<file path="config.mk">
export PLATFORM = sky130hd
export DESIGN_NAME = gated_rpm_tachometer
export DESIGN_NICKNAME = d
export VERILOG_FILES = /design/src/sv/grt_pkg.sv /design/src/sv/grt_datapath.sv /design/src/sv/grt_ctrl.sv /design/src/sv/gated_rpm_tachometer.sv
export VERILOG_INCLUDE_DIRS = /design/src /design/src/sv
export SDC_FILE = /design/constraint.sdc
export NUM_CORES = 1
export LEC_CHECK = 0
export ABC_AREA = 1
export CAP_MARGIN = 10
export CORE_ASPECT_RATIO = 0.5
export CORE_MARGIN = 2
export CORE_UTILIZATION = 55
export DETAILED_ROUTE_END_ITERATION = 12
export DONT_BUFFER_PORTS = 1
export HOLD_SLACK_MARGIN = 0.15
export PLACE_DENSITY = 0.78
export SLEW_MARGIN = 20
export SYNTH_ARGS = -nofsm -noshare
export SYNTH_HDL_FRONTEND = slang
export SYNTH_SLANG_ARGS = --single-unit
export TNS_END_PERCENT = 5
</file>
<file path="constraint.sdc">
create_clock -name clk -period 6.7 [get_ports clk]
set_clock_uncertainty 0.15 [all_clocks]
set_input_delay 1.34 -clock clk [delete_from_list [all_inputs] [get_ports clk]]
set_output_delay 1.34 -clock clk [all_outputs]
set_load 0.03 [all_outputs]
</file>
<file path="src/sv/gated_rpm_tachometer_defines.svh">
// Assertion macros for the tachometer top level.
`ifndef GATED_RPM_TACHOMETER_DEFINES_SVH
`define GATED_RPM_TACHOMETER_DEFINES_SVH

// Check a consequence in the same cycle as its cause.
`define GRT_ASSERT_NOW(label, ante, cons) \
    label: assert property (@(posedge clk) disable iff (!rst_n) (ante) |-> (cons)) \
        else $error("tachometer same-cycle check failed");

// Check a consequence in the cycle after its cause.
`define GRT_ASSERT_NEXT(label, ante, cons) \
    label: assert property (@(posedge clk) disable iff (!rst_n) (ante) |=> (cons)) \
        else $error("tachometer next-cycle check failed");

`endif

</file>
<file path="src/sv/grt_pkg.sv">
package grt_pkg;

    // Fixed field widths
    localparam int FREQ_W     = 22;
    localparam int RPM_W      = 28;
    localparam int CFG_IDX_W  = 2;
    localparam int CFG_DATA_W = 22;
    localparam int POLE_W     = 8;

    localparam logic [FREQ_W-1:0] FREQ_MAX = {FREQ_W{1'b1}};
    localparam logic [RPM_W-1:0]  RPM_MAX  = {RPM_W{1'b1}};

    // Configuration register indexes
    localparam logic [CFG_IDX_W-1:0] CFG_WINDOW  = 2'd0;
    localparam logic [CFG_IDX_W-1:0] CFG_TIMEOUT = 2'd1;
    localparam logic [CFG_IDX_W-1:0] CFG_POLES   = 2'd2;

    // Configuration reset values
    localparam logic [CFG_DATA_W-1:0] WINDOW_RST  = 22'd1000000;
    localparam logic [CFG_DATA_W-1:0] TIMEOUT_RST = 22'd1500000;
    localparam logic [POLE_W-1:0]     POLES_RST   = 8'd1;

    // Controller to datapath commands
    typedef struct packed {
        logic accept;    // take the input word and update counters
        logic div_step;  // run one divider step
        logic div_done;  // last divider step, write the rpm hold
        logic emit;      // load the output register from the holds
    } dp_cmd_t;

    // Datapath to controller status
    typedef struct packed {
        logic latch;     // the offered word closes the gate window
    } dp_status_t;

endpackage

</file>
<file path="src/sv/grt_datapath.sv">
module grt_datapath #(
    parameter int TIME_WIDTH = 22,
    parameter int RPM_SCALE  = 60,
    parameter int PROD_W     = 28
) (
    input  logic                           clk,
    input  logic                           rst_n,
    input  grt_pkg::dp_cmd_t               cmd,
    output grt_pkg::dp_status_t            status,
    input  logic                           in_tick,
    input  logic                           in_edge,
    input  logic                           cfg_we,
    input  logic [grt_pkg::CFG_IDX_W-1:0]  cfg_index,
    input  logic [grt_pkg::CFG_DATA_W-1:0] cfg_data,
    output logic [grt_pkg::FREQ_W-1:0]     out_freq,
    output logic [grt_pkg::RPM_W-1:0]      out_rpm,
    output logic                           out_updated
);
    import grt_pkg::*;

    localparam int CMP_W   = (TIME_WIDTH > CFG_DATA_W) ? TIME_WIDTH : CFG_DATA_W;
    localparam int SATF_W  = (TIME_WIDTH > FREQ_W) ? TIME_WIDTH : FREQ_W;
    localparam int SATR_W  = (PROD_W > RPM_W) ? PROD_W : RPM_W;

    logic [CFG_DATA_W-1:0] window_reg, timeout_reg;
    logic [POLE_W-1:0]     pole_reg;

    logic [TIME_WIDTH-1:0] pulse_reg, pulse_next;
    logic [TIME_WIDTH-1:0] elapsed_reg, elapsed_next;
    logic [FREQ_W-1:0]     freq_hold_reg, freq_hold_next;
    logic [RPM_W-1:0]      rpm_hold_reg, rpm_hold_next;
    logic [PROD_W-1:0]     dvd_reg, dvd_next;
    logic [POLE_W-1:0]     rem_reg, rem_next;

    logic [FREQ_W-1:0]     out_freq_reg;
    logic [RPM_W-1:0]      out_rpm_reg;
    logic                  out_upd_reg, upd_reg, upd_next;

    logic [TIME_WIDTH-1:0] el_inc, pc_inc;
    logic                  latch;
    logic [SATF_W-1:0]     pc_ext;
    logic [FREQ_W-1:0]     freq_sat;
    logic [PROD_W-1:0]     product;
    logic [POLE_W-1:0]     divisor;
    logic [POLE_W:0]       rem_shift, rem_sub;
    logic                  q_bit;
    logic [SATR_W-1:0]     quot_ext;
    logic [RPM_W-1:0]      rpm_sat;

    // Configuration registers
    always_ff @(posedge clk or negedge rst_n)
    begin
        if (!rst_n)
        begin
            window_reg  <= WINDOW_RST;
            timeout_reg <= TIMEOUT_RST;
            pole_reg    <= POLES_RST;
        end
        else if (cfg_we)
        begin
            case (cfg_index)
                CFG_WINDOW:  window_reg  <= cfg_data;
                CFG_TIMEOUT: timeout_reg <= cfg_data;
                CFG_POLES:   pole_reg    <= cfg_data[POLE_W-1:0];
                default:     ;
            endcase
        end
    end

    // Saturating counter advance and window check
    always_comb
    begin
        el_inc = elapsed_reg;
        if (in_tick && (elapsed_reg != {TIME_WIDTH{1'b1}}))
            el_inc = elapsed_reg + TIME_WIDTH'(1);
        pc_inc = pulse_reg;
        if (in_edge && (pulse_reg != {TIME_WIDTH{1'b1}}))
            pc_inc = pulse_reg + TIME_WIDTH'(1);
        latch = in_edge && (CMP_W'(el_inc) > CMP_W'(window_reg));
    end

    assign status.latch = latch;

    // Clamp the count to the frequency field and scale it for the divider
    assign pc_ext   = SATF_W'(pc_inc);
    assign freq_sat = (pc_ext > SATF_W'(FREQ_MAX)) ? FREQ_MAX : pc_ext[FREQ_W-1:0];
    assign product  = PROD_W'(pc_inc) * PROD_W'(RPM_SCALE);

    // One restoring divide step: quotient bits shift into the dividend register
    assign divisor   = (pole_reg == '0) ? POLE_W'(1) : pole_reg;
    assign rem_shift = {rem_reg, dvd_reg[PROD_W-1]};
    assign rem_sub   = rem_shift - {1'b0, divisor};
    assign q_bit     = (rem_shift >= {1'b0, divisor});

    always_comb
    begin
        pulse_next     = pulse_reg;
        elapsed_next   = elapsed_reg;
        freq_hold_next = freq_hold_reg;
        rpm_hold_next  = rpm_hold_reg;
        dvd_next       = dvd_reg;
        rem_next       = rem_reg;
        upd_next       = upd_reg;
        quot_ext       = '0;
        rpm_sat        = '0;

        if (cmd.accept)
        begin
            if (latch)
            begin
                // Close the window: hold the count, start the rpm divide
                pulse_next     = '0;
                elapsed_next   = '0;
                freq_hold_next = freq_sat;
                dvd_next       = product;
                rem_next       = '0;
                upd_next       = 1'b1;
            end
            else
            begin
                pulse_next   = pc_inc;
                elapsed_next = el_inc;
                upd_next     = 1'b0;
                // Drop stale measurements
                if (CMP_W'(el_inc) > CMP_W'(timeout_reg))
                begin
                    freq_hold_next = '0;
                    rpm_hold_next  = '0;
                end
            end
        end

        if (cmd.div_step)
        begin
            rem_next = q_bit ? rem_sub[POLE_W-1:0] : rem_shift[POLE_W-1:0];
            dvd_next = {dvd_reg[PROD_W-2:0], q_bit};
        end

        if (cmd.div_done)
        begin
            quot_ext      = SATR_W'(dvd_next);
            rpm_sat       = (quot_ext > SATR_W'(RPM_MAX)) ? RPM_MAX : quot_ext[RPM_W-1:0];
            rpm_hold_next = rpm_sat;
        end
    end

    // Measurement state
    always_ff @(posedge clk or negedge rst_n)
    begin
        if (!rst_n)
        begin
            pulse_reg     <= '0;
            elapsed_reg   <= '0;
            freq_hold_reg <= '0;
            rpm_hold_reg  <= '0;
            upd_reg       <= 1'b0;
        end
        else
        begin
            pulse_reg     <= pulse_next;
            elapsed_reg   <= elapsed_next;
            freq_hold_reg <= freq_hold_next;
            rpm_hold_reg  <= rpm_hold_next;
            upd_reg       <= upd_next;
        end
    end

    // Divider and output payload
    always_ff @(posedge clk)
    begin
        dvd_reg <= dvd_next;
        rem_reg <= rem_next;
        if (cmd.emit)
        begin
            out_freq_reg <= freq_hold_reg;
            out_rpm_reg  <= rpm_hold_reg;
            out_upd_reg  <= upd_reg;
        end
    end

    assign out_freq    = out_freq_reg;
    assign out_rpm     = out_rpm_reg;
    assign out_updated = out_upd_reg;

endmodule

</file>
<file path="src/sv/grt_ctrl.sv">
module grt_ctrl #(
    parameter int DIV_STEPS = 28
) (
    input  logic                clk,
    input  logic                rst_n,
    input  logic                s_tvalid,
    output logic                s_tready,
    output logic                m_tvalid,
    input  logic                m_tready,
    input  grt_pkg::dp_status_t status,
    output grt_pkg::dp_cmd_t    cmd
);
    import grt_pkg::*;

    localparam int CNT_W = $clog2(DIV_STEPS);

    typedef enum logic [2:0] {
        ST_IDLE = 3'b001,
        ST_DIV  = 3'b010,
        ST_EMIT = 3'b100
    } state_t;

    state_t           state_reg, state_next;
    logic [CNT_W-1:0] cnt_reg, cnt_next;
    logic             mvalid_reg, mvalid_next;
    logic             slot_free;

    assign slot_free = !mvalid_reg || m_tready;

    // Sequence one word: update, optional divide, then emit
    always_comb
    begin
        state_next   = state_reg;
        cnt_next     = cnt_reg;
        cmd          = '0;
        s_tready     = 1'b0;
        mvalid_next  = mvalid_reg && !m_tready;

        case (state_reg)
            ST_IDLE:
            begin
                s_tready = 1'b1;
                if (s_tvalid)
                begin
                    cmd.accept = 1'b1;
                    cnt_next   = '0;
                    state_next = status.latch ? ST_DIV : ST_EMIT;
                end
            end
            ST_DIV:
            begin
                cmd.div_step = 1'b1;
                cnt_next     = cnt_reg + CNT_W'(1);
                if (cnt_reg == CNT_W'(DIV_STEPS - 1))
                begin
                    cmd.div_done = 1'b1;
                    state_next   = ST_EMIT;
                end
            end
            ST_EMIT:
            begin
                if (slot_free)
                begin
                    cmd.emit    = 1'b1;
                    mvalid_next = 1'b1;
                    state_next  = ST_IDLE;
                end
            end
            default:
            begin
                state_next = ST_IDLE;
            end
        endcase
    end

    always_ff @(posedge clk or negedge rst_n)
    begin
        if (!rst_n)
        begin
            state_reg  <= ST_IDLE;
            cnt_reg    <= '0;
            mvalid_reg <= 1'b0;
        end
        else
        begin
            state_reg  <= state_next;
            cnt_reg    <= cnt_next;
            mvalid_reg <= mvalid_next;
        end
    end

    assign m_tvalid = mvalid_reg;

endmodule

</file>
<file path="src/sv/gated_rpm_tachometer.sv">
// Flow: ST_IDLE accepts one input word and ST_EMIT loads the registered result; when a word
//   closes the window, ST_DIV runs the divide between them, and ST_EMIT waits for a free slot.
// Input: a new word is not taken until the result of the last one is emitted; a window close
//   adds the bit-serial divide by pole_count (one quotient bit per cycle).
// Reset (rst_n, async, active low): counters and held values clear, registers return
//   to window 1000000, timeout 1500000, pole count 1; no clearing pass.
`include "gated_rpm_tachometer_defines.svh"

module gated_rpm_tachometer #(
    parameter int TIME_WIDTH = 22,
    parameter int RPM_SCALE  = 60
) (
    input  logic                           clk,
    input  logic                           rst_n,
    input  logic                           s_tvalid,
    output logic                           s_tready,
    input  logic [7:0]                     s_tdata,   // [0] tick, [1] rising_edge
    output logic                           m_tvalid,
    input  logic                           m_tready,
    output logic [55:0]                    m_tdata,   // [21:0] pulses_per_window, [49:22] rpm
    output logic                           m_tuser,   // [0] updated
    input  logic                           cfg_we,
    input  logic [grt_pkg::CFG_IDX_W-1:0]  cfg_index,
    input  logic [grt_pkg::CFG_DATA_W-1:0] cfg_data
);
    import grt_pkg::*;

    localparam int SCALE_W = $clog2(RPM_SCALE + 1);
    localparam int PROD_W  = TIME_WIDTH + SCALE_W;

    dp_cmd_t              cmd;
    dp_status_t           status;
    logic [FREQ_W-1:0]    out_freq;
    logic [RPM_W-1:0]     out_rpm;
    logic                 out_updated;

    grt_ctrl #(
        .DIV_STEPS (PROD_W)
    ) u_ctrl (
        .clk      (clk),
        .rst_n    (rst_n),
        .s_tvalid (s_tvalid),
        .s_tready (s_tready),
        .m_tvalid (m_tvalid),
        .m_tready (m_tready),
        .status   (status),
        .cmd      (cmd)
    );

    grt_datapath #(
        .TIME_WIDTH (TIME_WIDTH),
        .RPM_SCALE  (RPM_SCALE),
        .PROD_W     (PROD_W)
    ) u_datapath (
        .clk         (clk),
        .rst_n       (rst_n),
        .cmd         (cmd),
        .status      (status),
        .in_tick     (s_tdata[0]),
        .in_edge     (s_tdata[1]),
        .cfg_we      (cfg_we),
        .cfg_index   (cfg_index),
        .cfg_data    (cfg_data),
        .out_freq    (out_freq),
        .out_rpm     (out_rpm),
        .out_updated (out_updated)
    );

    assign m_tdata = {6'b0, out_rpm, out_freq};
    assign m_tuser = out_updated;

    // One word in flight: no accept right after an accept
    `GRT_ASSERT_NEXT(a_one_in_flight, s_tvalid && s_tready, !s_tready)
    // A fresh measurement counts at least one edge
    `GRT_ASSERT_NOW(a_update_nonzero, m_tvalid && m_tuser, m_tdata[21:0] != 22'd0)
    // Zero pulses always pairs with zero rpm
    `GRT_ASSERT_NOW(a_zero_pair, m_tvalid && (m_tdata[21:0] == 22'd0),
                    m_tdata[49:22] == 28'd0)

endmodule

</file>
# Word level (Yosys, flattened, before mapping)
# Index checks and enable logic that the tools add are counted.
# op_classes
n_addsub	4
mux	37
n_eq_ne	12
n_lt_le_gt_ge	5
n_mul	1
n_reduce_logical	23
# ops
cell	n
28-bit two-way mux	8
22-bit two-way mux	7
22-bit by 1-bit adder with 22-bit output, second input constant	2
22-bit > comparator	2
22-bit inequality test, second input constant	2
8-bit two-way mux	5
28-bit > comparator, second input constant	1
22-bit by 4-bit multiplier with 26-bit output, second input constant	1
22-bit > comparator, second input constant	1
3-bit two-way mux	4
2-bit AND reduction	6
2-bit nonzero test	6
5-bit one-hot mux with 2 select lines	1
9-bit by 8-bit greater-or-equal comparator with 1-bit output	1
1-bit two-way mux	9
3-bit one-hot mux with 3 select lines	1
8-bit zero test	1
8-bit subtractor	1
3-bit AND reduction	2
5-bit by 1-bit adder with 5-bit output, second input constant	1
5-bit == test, second input constant	1
5-bit two-way mux	1
1-bit logical AND	4
2-bit by 1-bit inequality test with 1-bit output, second input constant	2
other kinds (10)	12
# totals
in_bits	37
elab_cells	98
output_inout_bits	59
reg_bits	243

# Logic depth before layout (Yosys ltp)
# logic_depth
depth_word	11
mapped_depth	30
depth_no_buf	29

# Cells and area by module
# A second synthesis with hierarchy kept.
# hier_totals
cells_unflattened	1957
area_unflattened_um2	15354.7
# by_module_without_submodules
module	cells_per_inst	area_per_inst_um2	seq_area_each_um2	instances
grt_datapath	1884	14766.7	6033.3	1
grt_ctrl	66	539.3	226.5	1
gated_rpm_tachometer	7	48.8	0.0	1

# Worst setup path before layout
# Ideal clock, no wire load.
# synth_path
path_type	input to register
startpoint	input port s_tdata[1]
endpoint	register u_datapath.dvd_reg[21]
cell_stages	22
setup_ps	113
path_buffers	2
arrival_ps	4666
path_slack_ps	1770
required_time_ps	6437
path_cell_list	nand2_4 > buf_8 > buf_12 > nor2_1 > xor2_1 > inv_1 > fa_1 > inv_1 > fa_1 > inv_1 > ha_1 > nand2_1 > nor2_1 > inv_1 > nor2_1 > nand3_1 > nand3_1 > nand2_1 > nand2_1 > nor2_1 > nor2_1 > nor2_1
# synth_between
elab_chain_len	6
elab_cells_between_ends	7
classes_between	mul: 1; mux: 4; reduce/logical: 2
# synth_rtl
element	line	text
start: declaration	gated_rpm_tachometer.sv:17	input logic [7:0] s_tdata,
1-bit logical AND	grt_datapath.sv:77	if (in_edge && (pulse_reg != {TIME_WIDTH{1'b1}}))
22-bit two-way mux	grt_datapath.sv:77	
22-bit by 4-bit multiplier with 26-bit output	grt_datapath.sv:87	assign product = PROD_W'(pc_inc) * PROD_W'(RPM_SCALE);
28-bit two-way mux (*)	grt_datapath.sv:109	if (latch)
28-bit two-way mux (*)	grt_datapath.sv:107	if (cmd.accept)
28-bit two-way mux (*)	grt_datapath.sv:133	if (cmd.div_step)
named net u_datapath.dvd_next[21]	grt_datapath.sv:32	logic [PROD_W-1:0] dvd_reg, dvd_next;
end signal: assignment	grt_datapath.sv:171	dvd_reg <= dvd_next;
end: declaration	grt_datapath.sv:32	
# The timed path passes the listed nets; every way through them passes the cells marked *.
# A chain may end at the register's enable or synchronous reset.

# Final worst setup path
# layout_path
startpoint	register u_datapath.elapsed_reg[0]
endpoint	register u_datapath.pulse_reg[2]
# layout_between
elab_chain_len	6
elab_cells_between_ends	7
classes_between	add/sub: 1; order compare: 1; eq/ne: 1; mux: 2; reduce/logical: 2
# layout_rtl
element	line	text
start: declaration	grt_datapath.sv:29	logic [TIME_WIDTH-1:0] elapsed_reg, elapsed_next;
start signal: assignment	grt_datapath.sv:161	elapsed_reg <= elapsed_next;
parallel branches: the longest is 2 deep, another holds 22-bit by 1-bit adder with 22-bit output	-	
22-bit two-way mux (*)	grt_datapath.sv:74	if (in_tick && (elapsed_reg != {TIME_WIDTH{1'b1}}))
22-bit > comparator (*)	grt_datapath.sv:79	latch = in_edge && (CMP_W'(el_inc) > CMP_W'(window_reg));
1-bit logical AND (*)	grt_datapath.sv:79	
22-bit two-way mux (*)	grt_datapath.sv:109	
end signal: assignment	grt_datapath.sv:160	pulse_reg <= pulse_next;
end: declaration	grt_datapath.sv:28	logic [TIME_WIDTH-1:0] pulse_reg, pulse_next;
# Every way passes the cells marked *.

==> out/qor.txt <==
Critical path class: reg -> reg
Rel. slew slack: 0.406
Setup TNS: 0 ns
Standard-cell row count: 43
Clk network pwr share: 0.157
Yosys warning count: 0
CTS Sinks: 243
CP Launch Type: register
CTS Root Cell: clkbuf_16
H-tree Lvls: 1
Chip Width: 241 um
Post-Syn Area per Cell: 7.57 um^2
Resize count post-CTS: 0
EDFF count, synth: 59
Reg clk slew, reported paths: 0.07 ns
Synth top area cells: dfrtp_1 22%, nand2_1 15%, edfxtp_1 12%
Hold Path Class: reg -> reg
Post-synth top area share: 0.223
DPL Wire Length: 25.9 mm
DR DRC count: 0
Hold_buf cts: 0
Worst EP required: 6.94 ns
Sw frac: 0.489
Worst R2R Path Depth: 21
Crit path DAT: 5.65 ns
P_leak: 8.51 nW
Antenna Nets Post-Route: 0
Min Tclk post-route: 5.41 ns
Core Region: 0.0276 mm^2
First-pass GRT wire length: 58.1 mm
Vias in the first global route: 11.8k
Outcome: complete, no violations
CTS Buffer Depth: 3
Core Util, Final: 0.598
Initial Util: 0.558
Worst vdd ir: 298 uV
Avg WL per Cell: 14.6 um
Sequential share of power: 0.275
Final net count: 2170
Internal reg-to-reg setup slack: 1.29 ns
Unrepaired setup endpoints after global routing: no
Total CTS buffers: 23
CTS tree: done
Hold Crit Depth: 0
Mapped Cells: 2033
Final wirelength: 35.3 mm
PortBufs: 0
P_sw: 4.47 mW
Hold_ws: 0.297 ns
Comb pwr share: 0.569
Async set or reset register ratio after synthesis: 0.642
Setup slack after placement: 1.32 ns
Critical Path Fanout Max: 33
# Post-CTS Setup Buffers: 0
Placer congestion estimate: 0.959
Maximum capacitance violations: 0
Pins Over Slew Limit: 0
Fill count: 2462
Layout cells sized above 1: 0.0580
Top post-synthesis cells by count: 627 x nand2_1, 339 x inv_1, 153 x nor2_1
Post-synth top area cell: dfrtp_1
Final setup fails: 0
Gr ovfl total: 0
Initial antenna violation count: 0
GRT Resource Usage Total: 0.245
Hold Vio Cnt, Final: 0
Top-count cell post-synth: nand2_1
First-pass DRT Iterations: 5
Worst-margin pin slew: 0.885 ns
Post-synth top flop: dfrtp_1
Fmax: 185 MHz
Pwr dens: 553 mW/mm^2
Mapped Area: 0.0154 mm^2
Tcrit/Tclk final: 0.807
Worst setup margin: 1.29 ns
DR iter-0 viols: 1221
Total die area: 0.0294 mm^2
Register area share after synthesis: 0.407
Pint: 4.66 mW
Largest net degree at the start of global routing: 157
Flops & latches, synth: 243
Vert. Die Dim: 122 um
Worst-skew pair later-pin latency: 0.54 ns
Avg Vias per Cell: 5.27
Unique masters post-synth: 44
CP Capture Type: register
I/O Pins: 96
Area grow syn2layout: 7.19%
Via count: 12.7k
==> cell usage in the layout (no fill, tap or decap), drive strengths merged, types with 2 or more instances in the layout <==
master  instances
and2            2
nand3b          6
fa             30
inv           345
ha             87
a21boi         10
nor2          158
nand2         648
nand3         108
bufinv          4
xnor2          11
dfrtp         137
or2             6
nor3           24
nand4          25
clkinv          3
dfstp          19
edfxtp         59
a21oi          40
o22ai          40
buf            13
clkbuf         34
dfxtp          28
o21bai          5
xor2           40
o21ai         140
conb            6
o21a            2
==> metrics by stage <==
step,power [mW],cell area (um^2),instances
2_1_floorplan,6.31,15400,2038
3_3_place_gp,7.53,15700,2373
3_5_place_dp,7.62,15700,2373
4_1_cts,9.09,16500,2415
5_1_grt,9.98,16500,2415
6_report,9.13,16500,2416
==> path summary, 6_finish.rpt <==
check                                                  startpoint                               endpoint
setup / recovery            u_datapath.elapsed_reg[0]$_DFFE_PN0P_    u_datapath.pulse_reg[2]$_DFFE_PN0P_
hold / removal             u_datapath.rpm_hold_reg[7]$_DFFE_PN0P_        u_datapath.out_rpm[7]$_DFFE_PP_
setup reg to reg            u_datapath.elapsed_reg[0]$_DFFE_PN0P_    u_datapath.pulse_reg[2]$_DFFE_PN0P_
hold reg to reg            u_datapath.rpm_hold_reg[7]$_DFFE_PN0P_        u_datapath.out_rpm[7]$_DFFE_PP_
max in group asynchronous                                   rst_n  u_datapath.window_reg[16]$_DFFE_PN1P_
min in group asynchronous                                   rst_n    u_datapath.pulse_reg[8]$_DFFE_PN0P_
==> kinds of logic after synthesis <==
group,after synthesis,synth area share
XOR/XNOR,51,0.0305
flip-flops,243,0.407
adder cells (fa/ha/maj),117,0.110
buffers and inverters,404,0.104
AO/OA/AOI/OAI,239,0.0861
AND/OR/NAND/NOR,978,0.263
other,1,0.000244
==> power by group through the flow <==
stage	Clock (mW)	Sequential [mW]	Combinational [mW]
3_5_place_dp	0	2.52	5.10
5_1_grt	1.50	2.55	5.93
6_report	1.43	2.51	5.19
2_1_floorplan	0	2.42	3.89
3_3_place_gp	0	2.51	5.02
4_1_cts	1.44	2.50	5.15
==> critical path, stage by stage, from the launching register on <==
cell and delay [ns]:
dfrtp_1 0.47, ha_1 0.23, inv_1 0.12, nor2_2 0.22, nand2_1 0.13, nor3_2 0.20, nand2_1 0.09, nand2_1 0.34
inv_2 0.32, o21ai_0 0.34, inv_1 0.12, ha_1 0.31, nand2_1 0.06, nor2_1 0.22, nand2_1 0.11, nor2_1 0.12
nand2_1 0.06, nand3_1 0.31, nand2_1 0.25, nand2_1 0.66, buf_4 0.34, o22ai_1 0.09
==> area by class of cell <==
class | instances | area, um^2 | share of cell area
diodes | 1 | 2.50 | 0.000152
clock buffers | 34 | 659 | 0.0400
clock inverters | 8 | 151 | 0.00917
inverters | 344 | 1290 | 0.0782
multi-input cells | 1391 | 7560 | 0.458
flip-flops and latches | 243 | 6260 | 0.379
well taps | 382 | 478 | 0.0290
repair buffers | 13 | 97.6 | 0.00591
==> per-layer routing <==
| metal | vias to the layer above | share of wire | global-route usage |
|---|---|---|---|
| met1 | 5978 | 0.46 | 0.342 |
| met3 | 54 | 0.050 | 0.0331 |
| met4 | 0 | 0.022 | 0.0586 |
| li1 | 6350 | - | - |
| met5 | - | 0 | 0 |
| met2 | 342 | 0.47 | 0.406 |
(Power assumes the default switching activity.)
